--- src/rtl/lpoq_pkg.sv ---
// lpoq_pkg: shared types and codes for the LRU page order queue.
// Used by lpoq_cell and lru_page_order_queue; depends on nothing.
`default_nettype none

package lpoq_pkg;

    localparam int REQ_PAGE_BITS = 16;
    localparam int RSP_COUNT_BITS = 7;

    localparam logic [1:0] CMD_PUSH  = 2'd0;
    localparam logic [1:0] CMD_POP   = 2'd1;
    localparam logic [1:0] CMD_TOUCH = 2'd2;

    localparam logic [1:0] ST_OK     = 2'd0;
    localparam logic [1:0] ST_EMPTY  = 2'd1;
    localparam logic [1:0] ST_FULL   = 2'd2;
    localparam logic [1:0] ST_ABSENT = 2'd3;

    typedef struct packed {
        logic [1:0]               command;
        logic [REQ_PAGE_BITS-1:0] page;
    } t_req;

    typedef struct packed {
        logic [REQ_PAGE_BITS-1:0]  popped_page;
        logic [1:0]                status;
        logic [RSP_COUNT_BITS-1:0] entry_count;
        logic                      is_empty;
    } t_rsp;

    typedef enum logic [1:0] {
        OP_HOLD  = 2'd0,
        OP_SHIFT = 2'd1,
        OP_LOAD  = 2'd2
    } t_cell_op;

    typedef struct packed {
        t_cell_op op;
        logic     cmp_en;
    } t_cell_ctl;

endpackage

`default_nettype wire

--- src/rtl/lru_page_order_queue.sv ---
// lru_page_order_queue: top level; a row of lpoq_cell slots, front at cell 0.
// Depends on lpoq_pkg and lpoq_cell.
//
// Usage:
//   Requests enter on i_valid/o_ready with i_req {command, page}; responses
//   leave on o_valid/i_ready with o_rsp {popped_page, status, entry_count,
//   is_empty}. Exactly one response per request, in order.
//   Push appends at the back, pop returns the front, touch moves the oldest
//   matching page to the back (status not-found if absent).
//   Each request passes through an accept step, whose edge registers a
//   compare in every cell, and an execute step (S_EXEC), whose edge applies
//   the shift/load across the row and registers the response. o_ready is
//   low in S_EXEC, so a new request waits until the previous one executes.
//   A new request is accepted while the previous response waits.
//   When the receiver stalls with a response pending, the next request
//   waits in the execute step until the output register frees.
//   Reset (synchronous, active low) empties the queue and drops any
//   pending response; slot contents are not cleared.
`default_nettype none

module lru_page_order_queue import lpoq_pkg::*; #(
    parameter int CAPACITY  = 64,
    parameter int PAGE_BITS = 16
) (
    input  wire logic i_clk,
    input  wire logic i_rst_n,
    input  wire logic i_valid,
    output logic      o_ready,
    input  wire t_req i_req,
    output logic      o_valid,
    input  wire logic i_ready,
    output t_rsp      o_rsp
);

    localparam int CW   = $clog2(CAPACITY + 1);
    localparam int LOGC = $clog2(CAPACITY);
    localparam int MINW = (PAGE_BITS < REQ_PAGE_BITS) ? PAGE_BITS : REQ_PAGE_BITS;

    typedef enum logic [1:0] {
        S_IDLE = 2'b01,
        S_EXEC = 2'b10
    } t_state;

    t_state                 r_state, n_state;
    logic [CW-1:0]          r_count, n_count;
    logic [1:0]             r_cmd;
    logic [PAGE_BITS-1:0]   r_page;
    logic                   r_out_valid, n_out_valid;
    t_rsp                   r_rsp, n_rsp;

    logic [PAGE_BITS-1:0]   w_in_page;
    logic [PAGE_BITS-1:0]   w_page;
    logic                   w_accept;
    logic                   w_go;
    logic [CAPACITY-1:0]    w_raw_match;
    logic [CAPACITY-1:0]    w_match;
    logic [CAPACITY-1:0]    w_prefix;
    logic                   w_hit;
    logic [PAGE_BITS-1:0]   w_data [CAPACITY];
    t_cell_ctl              w_ctl  [CAPACITY];

    always_comb begin
        w_in_page = '0;
        w_in_page[MINW-1:0] = i_req.page[MINW-1:0];
    end

    assign o_ready  = r_state[0];
    assign w_accept = i_valid && o_ready;
    assign w_go     = r_state[1] && (!r_out_valid || i_ready);
    assign w_page   = w_accept ? w_in_page : r_page;

    genvar g;
    generate
        for (g = 0; g < CAPACITY; g++) begin : g_cell
            lpoq_cell #(
                .PAGE_BITS(PAGE_BITS)
            ) u_cell (
                .i_clk  (i_clk),
                .i_ctl  (w_ctl[g]),
                .i_next ((g == CAPACITY - 1) ? {PAGE_BITS{1'b0}} : w_data[(g + 1) % CAPACITY]),
                .i_page (w_page),
                .o_data (w_data[g]),
                .o_match(w_raw_match[g])
            );
            assign w_match[g] = w_raw_match[g] && (CW'(g) < r_count);
        end
    endgenerate

    always_comb begin
        w_prefix = w_match;
        for (int s = 0; s < LOGC; s++) begin
            w_prefix = w_prefix | (w_prefix << (1 << s));
        end
    end
    assign w_hit = w_prefix[CAPACITY-1];

    always_comb begin
        for (int i = 0; i < CAPACITY; i++) begin
            w_ctl[i].cmp_en = w_accept;
            w_ctl[i].op     = OP_HOLD;
            if (w_go) begin
                case (r_cmd)
                    CMD_PUSH: begin
                        if (r_count == CW'(i)) begin
                            w_ctl[i].op = OP_LOAD;
                        end
                    end
                    CMD_POP: begin
                        if (r_count != '0) begin
                            w_ctl[i].op = OP_SHIFT;
                        end
                    end
                    CMD_TOUCH: begin
                        if (w_hit) begin
                            if (r_count == CW'(i + 1)) begin
                                w_ctl[i].op = OP_LOAD;
                            end else if (w_prefix[i] && (CW'(i + 1) < r_count)) begin
                                w_ctl[i].op = OP_SHIFT;
                            end
                        end
                    end
                    default: w_ctl[i].op = OP_HOLD;
                endcase
            end
        end
    end

    always_comb begin
        n_state     = r_state;
        n_count     = r_count;
        n_out_valid = r_out_valid && !i_ready;
        n_rsp       = r_rsp;
        case (r_state)
            S_IDLE: begin
                if (w_accept) begin
                    n_state = S_EXEC;
                end
            end
            S_EXEC: begin
                if (w_go) begin
                    n_state           = S_IDLE;
                    n_out_valid       = 1'b1;
                    n_rsp.popped_page = '0;
                    n_rsp.status      = ST_OK;
                    case (r_cmd)
                        CMD_PUSH: begin
                            if (r_count == CW'(CAPACITY)) begin
                                n_rsp.status = ST_FULL;
                            end else begin
                                n_count = r_count + CW'(1);
                            end
                        end
                        CMD_POP: begin
                            if (r_count == '0) begin
                                n_rsp.status = ST_EMPTY;
                            end else begin
                                n_count = r_count - CW'(1);
                                n_rsp.popped_page[MINW-1:0] = w_data[0][MINW-1:0];
                            end
                        end
                        CMD_TOUCH: begin
                            if (!w_hit) begin
                                n_rsp.status = ST_ABSENT;
                            end
                        end
                        default: n_rsp.status = ST_OK;
                    endcase
                    n_rsp.entry_count = RSP_COUNT_BITS'(n_count);
                    n_rsp.is_empty    = (n_count == '0);
                end
            end
            default: n_state = S_IDLE;
        endcase
    end

    always_ff @(posedge i_clk) begin
        if (!i_rst_n) begin
            r_state     <= S_IDLE;
            r_count     <= '0;
            r_out_valid <= 1'b0;
        end else begin
            r_state     <= n_state;
            r_count     <= n_count;
            r_out_valid <= n_out_valid;
        end
        r_rsp <= n_rsp;
        if (w_accept) begin
            r_cmd  <= i_req.command;
            r_page <= w_in_page;
        end
    end

    assign o_valid = r_out_valid;
    assign o_rsp   = r_rsp;

endmodule

`default_nettype wire

--- src/rtl/lpoq_cell.sv ---
// lpoq_cell: one queue slot; holds a page, shifts from its back neighbor,
// loads a new page, and registers a compare against the request page. Uses lpoq_pkg.
`default_nettype none

module lpoq_cell import lpoq_pkg::*; #(
    parameter int PAGE_BITS = 16
) (
    input  wire logic                 i_clk,
    input  wire t_cell_ctl            i_ctl,
    input  wire logic [PAGE_BITS-1:0] i_next,
    input  wire logic [PAGE_BITS-1:0] i_page,
    output logic      [PAGE_BITS-1:0] o_data,
    output logic                      o_match
);

    logic [PAGE_BITS-1:0] r_data;
    logic                 r_match;

    always_ff @(posedge i_clk) begin
        case (i_ctl.op)
            OP_SHIFT: r_data <= i_next;
            OP_LOAD:  r_data <= i_page;
            default:  r_data <= r_data;
        endcase
        if (i_ctl.cmp_en) begin
            r_match <= (r_data == i_page);
        end
    end

    assign o_data  = r_data;
    assign o_match = r_match;

endmodule

`default_nettype wire
--- config.mk ---
export PLATFORM = sky130hd
export DESIGN_NAME = lru_page_order_queue
export DESIGN_NICKNAME = d
export VERILOG_FILES = /design/src/rtl/lpoq_pkg.sv /design/src/rtl/lru_page_order_queue.sv /design/src/rtl/lpoq_cell.sv
export SDC_FILE = /design/constraint.sdc
export NUM_CORES = 2
export LEC_CHECK = 0
export ABC_AREA = 1
export BUFFER_PORTS_ARGS = -buffer_cell sky130_fd_sc_hd__buf_2
export CORE_UTILIZATION = 32
export DETAILED_ROUTE_END_ITERATION = 7
export GPL_TIMING_DRIVEN = 1
export PLACE_DENSITY_LB_ADDON = 0.12
export SKIP_LAST_GASP = 1
export SYNTH_ARGS = -nofsm -noshare
export SYNTH_HDL_FRONTEND = slang
export SYNTH_SLANG_ARGS = --single-unit
--- constraint.sdc ---
create_clock -name i_clk -period 2.9 [get_ports i_clk]
set_input_delay 0.725 -clock i_clk [delete_from_list [all_inputs] [get_ports i_clk]]
set_output_delay 0.725 -clock i_clk [all_outputs]
set_load 0.03 [all_outputs]
==> results.txt <==
----------------------------------------------------
[Status]
  Outcome ... finished, violations left
  Failing checks ... negative setup slack

[Layout]
  Share of cells above drive strength 1 ... a little over a fifth
  Leading cell types in the layout, fill and taps excluded ... 1,539 x nand2_1, 1,116 x edfxtp_1, 1,041 x o21ai_0, 742 x buf_4, 594 x xnor2_1
  Commonest non-fill, non-tap cell in the layout ... nand2_1
  Area growth, synth to finish ... 28.9%
  Non-Filler Cell Area, Final ... roughly 82,000 um^2
  Number of nets at the end of the flow ... between 7,000 and 8,000

[Clock network]
  CTS tree ... done
  Clock sink count ... between 1,000 and 1,500
  Maximum clock insertion buffer count ... 3
  Clk Latency, worst-skew pair ... roughly 0.80 ns
  Inserted Clock Buffers ... about 140
  Number of buffers inserted for hold repair after clock tree synthesis ... 0
  Root buffer cell ... clkbuf_16
  CTS HTree Levels ... 4
  Register clock-pin slew on the reported worst setup and hold paths ... roughly 0.070 ns

[Detailed routing]
  DR vias ... 50,289
  Via/cell ratio ... between 4 and 5
  Number of DRC markers in iteration 0 ... ~3,800
  First-pass DRT Iterations ... 6
  Drt wl/cell ... around 21 um
  Wire length reported by the detailed router ... ~220,000 um
  DRC viols ... 0
  Post-detailed-route count of antenna-violating nets ... 0

[STA]
  Final worst path period need ... approximately 3.4 ns
  Setup violators final ... around 2,000
  Maximum clock frequency ... slightly below 0.3 GHz
  Final Cycle Share ... 118%
  Unrepaired setup endpoints after global routing ... true
  Final setup margin ... -0.510 ns
  Max-slew violation count ... 0
  Post-Route Setup TNS ... -780.80 ns
  Final Hold Viols ... 0
  Actual slew at the worst max-slew pin ... roughly 0.7 ns
  Final setup skew ... approximately 0.041 ns
  Worst slew margin relative to its limit ... between 50% and 60%

[Die]
  Die extent in y ... about 450 um
  Total die area ... around 200,000 um^2
  DIE WIDTH ... between 400 and 500 um
  I/O pin total ... 50
  Area of the placeable core ... slightly below 200,000 um^2
  Row cnt ... roughly 160
  Starting density of the core ... ~32%

[Hold path]
  Cells on Worst Hold Path ... 1
  Worst Hold Class ... primary input to register

[GRT]
  Pin count of the biggest net entering global routing ... 56
  Total global routing track utilization ... between 20% and 30%
  Global-route wire length before repair ... ~320,000 um
  Vias in the first global route ... 49,266
  Number of antenna violations at the first check in global routing ... 8
  Remaining Overflow, GRT ... 0

[Worst setup path]
  Max stage delay on crit path ... around 0.33 ns
  Kind of critical path ... register to register
  Biggest fanout along the worst timing path ... 8
  Cell at the slowest stage of the critical path ... dfxtp_2
  Cell chain of the critical path ... buf_12 > nor2_8 > buf_12 > nand2_8 > o21ai_4 > inv_2 > nor2_4 > nand2_2 > nor2_4 > nand2_2 > nor2_4 > nand2_8 > buf_12 > nand3_1 > a21oi_1 > buf_4 > ha_1 > inv_2 > buf_12 > o21ai_0 > buf_4
  Type of element launching the critical path ... register
  Data required time of the worst path ... roughly 3.5 ns
  Cells on worst reg2reg path ... 21
  Library cell appearing most often on the critical path ... buf_12
  Endpoint class of the critical path ... register
  Arrival time worst endpoint ... approximately 4.0 ns

[Synth]
  Number of synthesized register bits ... approximately 1,100
  Proportion of register bits with asynchronous set or reset after synthesis ... 0%
  Post-Synthesis Net Count ... ~6,900
  Area of the mapped netlist ... around 64,000 um^2
  Post-Syn Instances ... roughly 6,800
  Synthesized area divided by synthesized cell count ... 9.38 um^2
  Number of warnings reported in the yosys synthesis log ... 0
  Sequential-to-total area share from yosys stat ... between 50% and 60%
  Post-synthesis cell type count ... 56
  Prevailing post-synth register cell ... edfxtp_1
  Post-synth EDFFs ... 1,116

[Job]
  Number of max-cap violations ... 0

[Power]
  Peak supply drop ... ~0.59 mV
  Cell Pwr Density ... 538 nW/um^2
  Leak Pwr ... around 0.033 uW

[Placement]
  Routability cong. ... 0.969
  Port bufs ... 49
  Dpl cell area ... roughly 76,000 um^2
  HPWL after detailed placement ... between 150,000 and 200,000 um
  Post-placement setup slack ... -1.11 ns

----------------------------------------------------
[sequential cells by signal, indices dropped and copies added (netlist names)]
signal,cells
r_cmd,2
g_cell.u_cell.o_match,64
o_rsp,26
o_valid,1
r_page,16
r_count,7
g_cell.u_cell.o_data,1024
r_state,2
[critical path: cells and delay by family, from the launching register on]
| kind | cells | cell delay, ns |
|---|---|---|
| buffers and inverters | 8 | 1.13 |
| adder cells (fa/ha/maj) | 1 | 0.19 |
| AO/OA/AOI/OAI | 3 | 0.31 |
| AND/OR/NAND/NOR | 9 | 1.19 |
| flip-flops | 1 | 0.33 |
[cells in the mapped netlist, drive strengths merged, types with 3 or more instances]
cell type | instances | share of area [%]
o21ai | 1112 | 8.8
a221oi | 8 | 0.11
xor2 | 284 | 3.9
buf | 155 | 1.3
edfxtp | 1116 | 52
clkbuf | 337 | 2.0
a21oi | 101 | 0.80
nor3 | 60 | 0.47
nor2 | 393 | 2.5
nand3 | 209 | 1.7
and2 | 5 | 0.049
nand2 | 1604 | 9.5
inv | 336 | 2.0
nand4 | 119 | 1.2
a21boi | 4 | 0.047
o211ai | 3 | 0.035
ha | 70 | 1.4
a211oi | 8 | 0.094
nand3b | 9 | 0.11
nor4 | 107 | 1.0
xnor2 | 594 | 8.1
clkinv | 3 | 0.020
a22oi | 16 | 0.19
nor3b | 21 | 0.25
dfxtp | 26 | 0.81
o22ai | 6 | 0.059
or2 | 94 | 0.92
[routing by layer]
layer	up-vias	global-route usage [%]	wire length, um
li1	24616	-	-
met1	24299	29.9	103000
met2	1136	34.8	101000
met3	238	2.51	9970
met4	0	5.01	4680
met5	-	0	0
[cell families after synthesis]
group	share of synthesized area (%)
fa+ha+maj	1.37
flops	53.3
xor+xnor	12.0
compound gates	10.2
simple gates	17.8
buf+inv	5.31
[report_power, final]
part           internal, uW  switching [uW]  total [uW]  leakage, uW
Clock                 10600            7350       17900      0.00227
Combinational          3470            4610        8070       0.0199
Sequential            18100             148       18300       0.0103
Total                 32200           12100       44300       0.0325
[layout make-up]
class,count,area [um^2]
Antenna cell,1,2.50
Clock buffer,185,3900
Clock inverter,69,757
Fill cell,19472,115000
Inverter,339,1360
Multi-Input combinational cell,4839,27400
Sequential cell,1142,34100
Tap cell,2640,3300
Timing Repair Buffer,1085,11600
[metrics by stage]
stage / util [%] / hold WS, ns / total power [uW] / instances
after floorplan: - / 0.473 / 22300 / 6812
after global placement: 38.5 / 0.487 / 26200 / 9990
after detailed placement: 38.5 / 0.494 / 26200 / 9990
after CTS: 41.1 / 0.0652 / 44500 / 10266
after global routing: 41.6 / 0.105 / 45900 / 10300
final: 41.6 / 0.136 / 44300 / 10300
[worst paths after layout]
kind,startpoint,endpoint,slack [ns]
hold reg to reg,r_state[1],r_state[0],0.51
setup reg to reg,r_count[5],g_cell[20].u_cell.o_data[8],-0.51
setup / recovery,r_count[5],g_cell[20].u_cell.o_data[8],-0.51
hold / removal,i_req[16],r_cmd[0],0.14
[timing repair]
item / 4_1_cts / 5_1_grt
gates resized for setup: 150 / 145
endpoints found under the setup margin: 2058 / 2068
buffers inserted: 20 / 19
cloned: 2 / 15
pin swaps: 20 / 15
Power figures use the tool's default switching activity.
